--- src/design/s128_pkg.sv ---
// ----------------------------------------------------------------------------
// s128_pkg: shared types and codes for the signed wide ALU
// Holds the opcode enum and the request and result structs.
// ----------------------------------------------------------------------------
package s128_pkg;

    localparam int HALF_BITS = 64;

    typedef enum logic [3:0] {
        OP_ADD = 4'd0,
        OP_SUB = 4'd1,
        OP_MUL = 4'd2,
        OP_DIV = 4'd3,
        OP_AND = 4'd4,
        OP_OR  = 4'd5,
        OP_XOR = 4'd6,
        OP_NOT = 4'd7,
        OP_SHL = 4'd8,
        OP_SAR = 4'd9,
        OP_ROL = 4'd10,
        OP_ROR = 4'd11,
        OP_CMP = 4'd12
    } op_t;

    typedef struct packed {
        logic [3:0]           req_type;
        logic [HALF_BITS-1:0] a_lo;
        logic [HALF_BITS-1:0] a_hi;
        logic [HALF_BITS-1:0] b_lo;
        logic [HALF_BITS-1:0] b_hi;
    } req_t;

    typedef struct packed {
        logic [HALF_BITS-1:0] result_lo;
        logic [HALF_BITS-1:0] result_hi;
        logic                 less_than;
        logic                 equal;
        logic                 divide_by_zero;
    } rsp_t;

endpackage

--- src/design/s128_cell.sv ---
// ----------------------------------------------------------------------------
// s128_cell: one step of the multiply and divide chain
// Does one shift-and-add multiply step and one restoring divide step on the
// item it holds, then hands the item to the next cell.
// ----------------------------------------------------------------------------
`default_nettype none
module s128_cell
    import s128_pkg::*;
#(
    parameter int W   = 128,
    parameter int IDX = 0
)
(
    input  wire logic         clk,
    input  wire logic         rst_n,
    input  wire logic         vld_in,
    input  wire logic [W-1:0] prod_in,
    input  wire logic [W-1:0] mcand_in,
    input  wire logic [W-1:0] mplier_in,
    input  wire logic [W-1:0] rem_in,
    input  wire logic [W-1:0] quo_in,
    input  wire logic [W-1:0] dvsr_in,
    input  wire logic [W-1:0] side_in,
    output logic              vld_out,
    output logic [W-1:0]      prod_out,
    output logic [W-1:0]      mcand_out,
    output logic [W-1:0]      mplier_out,
    output logic [W-1:0]      rem_out,
    output logic [W-1:0]      quo_out,
    output logic [W-1:0]      dvsr_out,
    output logic [W-1:0]      side_out
);

    logic [W-1:0] prod_next;
    logic [W-1:0] rem_sh;
    logic [W:0]   diff;
    logic [W-1:0] rem_next;
    logic [W-1:0] quo_next;
    logic         vld_reg;

    always_comb
    begin
        prod_next = prod_in;
        if (mplier_in[IDX])
        begin
            prod_next = prod_in + (mcand_in << IDX);
        end
        rem_sh   = {rem_in[W-2:0], quo_in[W-1]};
        diff     = {1'b0, rem_sh} - {1'b0, dvsr_in};
        quo_next = {quo_in[W-2:0], 1'b0};
        rem_next = rem_sh;
        if (!diff[W] || rem_in[W-1])
        begin
            rem_next    = diff[W-1:0];
            quo_next[0] = 1'b1;
        end
    end

    always_ff @(posedge clk or negedge rst_n)
    begin
        if (!rst_n)
        begin
            vld_reg <= 1'b0;
        end
        else
        begin
            vld_reg <= vld_in;
        end
    end

    always_ff @(posedge clk)
    begin
        prod_out   <= prod_next;
        mcand_out  <= mcand_in;
        mplier_out <= mplier_in;
        rem_out    <= rem_next;
        quo_out    <= quo_next;
        dvsr_out   <= dvsr_in;
        side_out   <= side_in;
    end

    assign vld_out = vld_reg;

endmodule
`default_nettype wire

--- config.mk ---
export PLATFORM = sky130hd
export DESIGN_NAME = s128_cell
export DESIGN_NICKNAME = d
export VERILOG_FILES = /design/src/design/s128_pkg.sv /design/src/design/s128_cell.sv
export SDC_FILE = /design/constraint.sdc
export NUM_CORES = 1
export LEC_CHECK = 0
export BUFFER_PORTS_ARGS = -buffer_cell sky130_fd_sc_hd__buf_2
export CORE_AREA = 2 2 690 692
export CTS_CLUSTER_SIZE = 40
export DETAILED_ROUTE_END_ITERATION = 10
export DIE_AREA = 0 0 692 694
export SYNTH_ARGS = -nofsm -noshare
export SYNTH_HDL_FRONTEND = slang
export SYNTH_SLANG_ARGS = --single-unit
--- constraint.sdc ---
create_clock -name clk -period 0.8 [get_ports clk]
set_input_delay 0.16 -clock clk [delete_from_list [all_inputs] [get_ports clk]]
set_output_delay 0.16 -clock clk [all_outputs]
set_load 0.01 [all_outputs]
## Word-level counts from Yosys, hierarchy flattened

Index checks and enable logic that the tools add are counted.
Widths: inputs -> output; s select.

- Bits in registers: 897
- Word-level logic and storage cells: 15
- Output and inout bits: 897

- $add $sub $neg: 2
- Muxes and demuxes: 3
- Reduce and logical (&&, ||, !) cells: 2

Operator list:

| cell | count |
|---|---|
| $mux 128 | 2 |
| $sub 128x128->129 | 1 |
| $add 128x128->128 | 1 |
| $logic_not 1->1 | 1 |
| $logic_or 1x1->1 | 1 |
| $mux 1 | 1 |

## Depth between registers and ports, before layout

Gate-level depths: netlist of the first run.

- Depth in word-level cells: 4
- Gate-level depth with buffers: 20
- Gate-level depth less buffers: 16

## Worst setup path before layout of the first run

Ideal clock, no wire load.

- Kind: in2reg
- From: in quo_in[127]
- To: reg rem_out[10]
- Path buffers: 3
- Setup time: 0.123 ns
- Setup slack: -2.821 ns
- Data arrival time: 3.498 ns
- Cell stages on the path: 18
- Cell sequence: inv_1 ha_1 fa_1 nor2b_1 o31a_1 o21a_1 o311ai_2 a21oi_2 o21ai_2 o41a_2 o21ai_2 a31o_1 a221o_1 o2bb2ai_4 buf_6 buf_6 buf_12 mux2_1

- Cells in the longest elaborated chain, start to end: 4

RTL lines:

| item | line | text |
|---|---|---|
| start, declared | s128_cell.sv:21 | `input wire logic [W-1:0] quo_in,` |
| $sub 128x128->129 * | s128_cell.sv:49 | `diff = {1'b0, rem_sh} - {1'b0, dvsr_in};` |
| $logic_not 1->1 | s128_cell.sv:52 | `if (!diff[W] \|\| rem_in[W-1])` |
| $logic_or 1x1->1 | s128_cell.sv:52 |  |
| $mux 128 * | s128_cell.sv:52 |  |
| net rem_next[10] | s128_cell.sv:37 | `logic [W-1:0] rem_next;` |
| end signal, assigned | s128_cell.sv:76 | `rem_out <= rem_next;` |
| end, declared | s128_cell.sv:28 | `output logic [W-1:0] rem_out,` |

Mark *: on every way through the listed nets, which the timed path passes. The rest lies on a longest branch.

## Final worst setup path of the first run

- From: in dvsr_in[90]
- To: reg rem_out[32]

- Cells in the longest elaborated chain, start to end: 4

RTL lines:

| item | line | text |
|---|---|---|
| start, declared | s128_cell.sv:22 | `input wire logic [W-1:0] dvsr_in,` |
| $sub 128x128->129 | s128_cell.sv:49 |  |
| $logic_not 1->1 | s128_cell.sv:52 |  |
| $logic_or 1x1->1 | s128_cell.sv:52 |  |
| $mux 128 | s128_cell.sv:52 |  |
| net rem_next[32] | s128_cell.sv:37 |  |

The timed path passes the listed nets, and every way through them passes these cells.

==> key figures, run 1 <==
Finish
  – Layout cells sized above 1: 47.0%
  – Area of the multi-input gates: 21400 um^2
  – Nets@finish: 9794
  – Fin area: 89200 um^2
  – Fill count: 52000
  – Area growth from synthesis to layout: 137%
  – Area occupied by registers: 18000 um^2

Timing
  – Setup TNS Final: -1126.86 ns
  – Unrepaired setup endpoints after global routing: yes
  – Min Clock Period, post-route: 3.25 ns
  – Slew Limit Headroom: 60.4%
  – Max Transition Viols Final: 0
  – Endpoints failing setup: 1154
  – Max Fclk: 308 MHz
  – Worst setup margin: -2.45 ns
  – Slew @ Worst Pin: 0.592 ns
  – Final Hold Fails: 122
  – Fin crit share: 406%
  – Final hold slack: -0.672 ns

Power
  – Power Density: 1860 nW/um^2
  – Clock power frac: 35.0%
  – Maximum vdd drop: 0.00156 V
  – Sequential power share: 30.7%
  – Lkg Pwr: 39.7 nW
  – Switching Share: 33.4%
  – Pint: 110 mW
  – Gate power share: 34.4%
  – Net switching power: 55.5 mW

Detailed routing
  – # DRC: 0
  – Post-Route WL: 362 mm
  – Number of vias per cell: 3.31
  – Via count: 50100
  – Final ANT Viol Nets: 0
  – DR iter-0 viols: 2283
  – Detailed Routing Iterations Pass 1: 5
  – Post-DR wirelength/cell: 23.9 um

Die
  – Die Area: 480000 um^2
  – Row Count: 253
  – Die H: 694 um
  – Ports: 1796
  – Initial core utilization: 7.96%
  – Core Area: 473000 um^2
  – Die W: 692 um

GRT
  – Gr ovfl total: 0
  – Total global routing track utilization: 14.1%
  – First-pass GRT wire length: 451 mm
  – Number of global-route vias before repair: 51000
  – Largest net degree at the start of global routing: 54
  – Initial antenna violation count: 230

Yosys
  – Synth Area in Simple Gates: 11.3%
  – Area fraction in compound gates after synthesis: 19.2%
  – Seq cells post-synth: 897
  – Post-Syn Area: 37700 um^2
  – Syn Nets: 5179
  – Cell taking the most area after synthesis: dfxtp_1
  – Syn Inst Count: 4023
  – Sequential area share after synthesis: 47.7%
  – Post-Syn Area per Cell: 9.36 um^2
  – Netlist cell types: 83
  – Synth Area in Adders: 8.58%
  – Share of the synthesized area in the top cell type: 47.6%
  – Synth Area in XOR/XNOR: 5.70%
  – Top_reg_cell synth: dfxtp_1
  – EDFF count, synth: 0
  – Most area-consuming cells after synthesis: dfxtp_1 (48%), ha_1 (8.5%), a21oi_1 (5.6%)
  – Mux contribution to synthesized area: 3.56%
  – Largest family of logic cells by synthesized area: compound AO/OA/AOI/OAI gates
  – Yosys warnings: 0
  – Post-synth ARST share: 0.111%

Critical path
  – Worst-path maximum fanout: 9
  – Worst endpoint data arrival time: 4.11 ns
  – Crit path kind: in2reg
  – Required @ worst endpoint: 1.66 ns
  – Startpoint Class: primary input
  – Critical path endpoint category: flop

Worst hold path
  – Worst hold path type: in2reg

Status
  – Failing checks: hold timing, setup timing
  – Status: finished, violations left

Clocking
  – Clock root buffer: clkbuf_16
  – Clock Sinks: 897
  – CTS tree: done
  – Clock slew at reported path FFs: 0.06 ns
  – Clock tree buffer depth: 4
  – CTS Buf Count: 117
  – H-tree depth: 3

Placed design
  – Port Buffers: 1795
  – Area of placed instances: 67200 um^2
  – Post-DP HPWL: 303 mm
  – Routability congestion estimate: 0.930

Run
  – Max-Cap Viols: 0
[timing repair]
action                                   CTS  global route
hold endpoints to repair                 897           203
hold buffers                            1282            80
cloned                                     5            12
buffers inserted                          26            73
endpoints found under the setup margin  1150          1153
pin swaps                                 52           204
gates resized for setup                  143           581
[path summary, 6_finish.rpt]
check,from,to,slack (ns),depth (start not counted)
max,dvsr_in[90],rem_out[32]$_DFF_P_,-2.45,22
min,dvsr_in[15],dvsr_out[15]$_DFF_P_,-0.67,1
min in group asynchronous,rst_n,vld_out$_DFF_PN0_,0.64,4
max in group asynchronous,rst_n,vld_out$_DFF_PN0_,0.06,4
[critical path: stages]
cell and delay, ns:
buf_2 0.09, dlygate4sd3_1 0.61, inv_1 0.08, ha_2 0.20, a21oi_2 0.17, o21bai_1 0.08
a21oi_1 0.17, buf_4 0.16, o21ai_1 0.12, a21oi_1 0.17, o21ai_1 0.14, a211oi_4 0.31
o21ai_4 0.09, a31o_1 0.19, a221o_1 0.37, o2bb2ai_4 0.17, buf_12 0.19, buf_16 0.17
buf_4 0.13, buf_6 0.13, nand2_1 0.07, o21ai_0 0.09
[state kept, by name, indices dropped and copies added (netlist names)]
signal	count
dvsr_out	128
mcand_out	128
mplier_out	128
prod_out	128
quo_out	128
rem_out	128
side_out	128
vld_out	1
[synth_stat cells, types with 6 or more instances]
library cell	n
dfxtp_1	896
a21oi_1	421
nand2_1	396
o21ai_0	332
ha_1	255
inv_1	214
nor2_1	198
xnor2_1	151
clkbuf_1	136
nand4_1	124
mux2_2	118
xor2_1	94
a21o_1	92
o21bai_1	81
nor3_1	45
o21ai_1	36
o21a_1	32
a31oi_1	30
nand3_1	30
a21boi_0	25
a211oi_1	23
nand2b_1	21
o31ai_1	21
or3_1	17
buf_2	16
nor4_1	16
nor2b_1	15
o211ai_1	14
or2_2	14
o21ai_2	13
and3_1	11
o31a_1	11
nand2_2	10
and4_1	8
and2_1	6
[metal layers]
layer	global-route usage (%)	share of wire (%)
met5	0	0.048
met4	10.2	9.0
met3	2.51	5.0
met1	12.4	31
met2	28.4	55
[cell type report]
cell class | instances | area share (%)
Timing Repair Buffer | 4660 | 41.2
Multi-Input combinational cell | 2748 | 24.0
Sequential cell | 897 | 20.1
Tap cell | 6247 | 8.76
Clock buffer | 151 | 3.61
Clock inverter | 63 | 0.988
Inverter | 214 | 0.924
Antenna cell | 148 | 0.415
[power groups by stage]
stage	clock network [mW]	registers, mW	logic, mW
final	58.1	50.9	57.0
after global routing	61.7	51.2	60.7
after CTS	60.4	50.8	54.2
after detailed placement	0	51.8	47.7
after global placement	0	51.8	47.7
after floorplan	0	53.4	14.4
[cells in the final DEF, fill, tap and decap left out, types with 17 or more instances in the layout]
cell           synthesis  layout
a21o_1                92      90
a21oi_1              421     328
a21oi_2                1      77
a21oi_4                0      17
a31oi_1               30      20
buf_12                 1     151
buf_2                 16    1666
buf_4                  0    1380
buf_6                  5      82
clkbuf_1             136      19
clkbuf_16              0     128
dfxtp_1              896     896
diode_2                0     148
dlygate4sd3_1          0    1342
ha_1                 255     183
ha_4                   0      65
inv_1                214     205
inv_6                  0      17
mux2_2               118      84
mux2_4                 0      35
nand2_1              396     352
nand2_2               10      48
nand2b_1              21      21
nand3_1               30      26
nand4_1              124     124
nor2_1               198     187
nor3_1                45      32
o21a_1                32      29
o21ai_0              332     205
o21ai_1               36     108
o21ai_2               13      55
o21bai_1              81      72
xnor2_1              151     133
xnor2_2                0      17
xor2_1                94      90
[cells by family after synthesis]
| group | after synthesis |
|---|---|
| AOI/OAI and AO/OA | 1205 |
| and+or+nand+nor | 922 |
| DFF | 897 |
| buffers and inverters | 378 |
| adders and majority gates | 257 |
| xor gates and xnor gates | 245 |
| muxes | 119 |
[through the flow]
stage / total power, mW / util [%] / instances / setup WS, ns
2_1_floorplan: 67.8 / - / 4023 / -2.59
5_1_grt: 174 / 18.8 / 15100 / -2.45
3_5_place_dp: 99.5 / 14.2 / 13300 / -3.82
4_1_cts: 166 / 18.0 / 14800 / -2.39
6_report: 166 / 18.8 / 15100 / -2.45
3_3_place_gp: 99.5 / 14.2 / 13300 / -3.84
No activity file was read; power rests on OpenSTA's default activity.
==> inputs of run 2 (changes only) <==
- RECOVER_POWER: not set -> 25
==> run 2 against run 1 <==
Against the previous run: the flow still finishes with violations (hold timing, setup timing); non-clock buffer count unchanged; largest power group unchanged; design area down 0.14%; clock-buffer cell count unchanged; clock power about the same; worst hold slack better by 0.0057 ns; worst setup slack worse by 0.0070 ns; die area unchanged; combinational power about the same; critical path depth down 2; wire length about the same; critical path type unchanged; sequential power about the same.
==> key figures, run 2 (synthesis results as in run 1) <==
Power
  – Lkg Pwr: 39.5 nW
  – Gate power share: 34.3%
  – Pint: 110 mW
  – Design Power: 166 mW
  – Net switching power: 55.4 mW
  – Switching Share: 33.4%
  – Sequential power share: 30.7%
  – Clock power frac: 35.0%
  – Maximum vdd drop: 0.00156 V
  – Power Density: 1860 nW/um^2

Clocking
  – Clock root buffer: clkbuf_16
  – CTS Buf Count: 117
  – H-tree depth: 3
  – Clock Sinks: 897
  – Clock slew at reported path FFs: 0.06 ns
  – Clock tree buffer depth: 4
  – CTS tree: done

Finish
  – Most common cell after layout, fill and taps aside: buf_2
  – Nets@finish: 9794
  – Area of the multi-input gates: 21400 um^2
  – Commonest non-fill, non-tap cells in the layout: buf_2 (1616), buf_4 (1364), dlygate4sd3_1 (1342), dfxtp_1 (896), nand2_1 (352)
  – Layout cells sized above 1: 46.2%
  – Area occupied by registers: 18000 um^2
  – Fin util: 18.8%
  – Area growth from synthesis to layout: 136%
  – Fin area: 89100 um^2
  – Fill count: 52100

Critical path
  – Worst-path maximum fanout: 9
  – Startpoint Class: primary input
  – Crit path kind: in2reg
  – Worst endpoint data arrival time: 4.09 ns
  – Critical path endpoint category: flop
  – Required @ worst endpoint: 1.63 ns

Timing
  – Max Transition Viols Final: 0
  – Min Clock Period, post-route: 3.25 ns
  – Final Hold Fails: 119
  – Slew Limit Headroom: 44.7%
  – Setup TNS Final: -1142.07 ns
  – Unrepaired setup endpoints after global routing: yes
  – Max Fclk: 307 MHz
  – Slew @ Worst Pin: 0.830 ns
  – Final hold slack: -0.666 ns
  – Worst setup margin: -2.45 ns
  – Fin crit share: 407%
  – Endpoints failing setup: 1155

Worst hold path
  – Worst hold path type: in2reg

Detailed routing
  – Post-Route WL: 362 mm
  – DR iter-0 viols: 2365
  – Via count: 50100
  – Detailed Routing Iterations Pass 1: 6
  – # DRC: 0
  – Post-DR wirelength/cell: 23.9 um
  – Number of vias per cell: 3.31
  – Final ANT Viol Nets: 0

Placed design
  – Post-DP HPWL: 303 mm
  – Area of placed instances: 67200 um^2
  – Routability congestion estimate: 0.930
  – Port Buffers: 1795

Die
  – Initial core utilization: 7.96%
  – Die H: 694 um
  – Core Area: 473000 um^2
  – Die Area: 480000 um^2
  – Row Count: 253
  – Die W: 692 um
  – Ports: 1796

GRT
  – Largest net degree at the start of global routing: 54
  – Number of global-route vias before repair: 51000
  – Total global routing track utilization: 14.1%
  – Gr ovfl total: 0
  – Initial antenna violation count: 227
  – First-pass GRT wire length: 451 mm

Run
  – Max-Cap Viols: 0

Status
  – Status: finished, violations left
  – Failing checks: hold timing, setup timing
run 2: power groups by stage:
stage	registers [mW]	clock network, mW	logic (mW)
6_report	50.9	58.1	56.9
5_1_grt	51.2	61.7	60.6
4_1_cts	50.8	60.4	54.2
3_5_place_dp	51.8	0	47.7
3_3_place_gp	51.8	0	47.7
2_1_floorplan	53.4	0	14.4
run 2: timing repair:
action / 4_1_cts / 5_1_grt
setup buffers: 26 / 73
setup endpoints to repair: 1150 / 1153
cloned: 5 / 12
endpoints found under the hold margin: 897 / 203
pin swaps: 52 / 204
gates resized for setup: 143 / 581
hold buffers: 1282 / 80
run 2: metal layers:
| layer | wire length, um | track usage, % | vias up |
|---|---|---|---|
| li1 | - | - | 23600 |
| met2 | 199000 | 28.4 | 2034 |
| met5 | 171 | 0 | - |
| met4 | 32700 | 10.2 | 28 |
| met3 | 18600 | 2.51 | 772 |
| met1 | 112000 | 12.4 | 23600 |
run 2: worst max-delay path, stage by stage:
cell and delay (ns):
buf_2 0.09, dlygate4sd3_1 0.61, inv_1 0.08, ha_2 0.20, a21oi_2 0.17, o21bai_1 0.08, a21oi_1 0.17, buf_4 0.16
o21ai_1 0.12, a21oi_1 0.17, o21ai_1 0.14, a211oi_4 0.31, o21ai_4 0.09, a31o_1 0.19, a221o_1 0.37, o2bb2ai_4 0.17
buf_12 0.19, buf_16 0.17, buf_6 0.12, mux2_4 0.28
run 2: per-stage QoR:
stage | instances | setup slack (ns)
6_report | 15100 | -2.45
3_3_place_gp | 13300 | -3.84
3_5_place_dp | 13300 | -3.82
5_1_grt | 15100 | -2.45
2_1_floorplan | 4023 | -2.59
4_1_cts | 14800 | -2.39
run 2: final timing paths:
| path | from | slack [ns] | end | depth (start not counted) |
|---|---|---|---|---|
| min | dvsr_in[15] | -0.67 | dvsr_out[15]$_DFF_P_ | 1 |
| max | dvsr_in[90] | -2.45 | rem_out[10]$_DFF_P_ | 20 |
| min in group asynchronous | rst_n | 0.64 | vld_out$_DFF_PN0_ | 4 |
| max in group asynchronous | rst_n | 0.06 | vld_out$_DFF_PN0_ | 4 |
run 2: final cells by class:
cell class	count	area share, %
well taps	6247	8.78
diodes	151	0.424
multi-input cells	2748	24.0
clock inverters	63	0.989
repair buffers	4660	41.1
clock buffers	151	3.61
flip-flops and latches	897	20.2
inverters	214	0.926
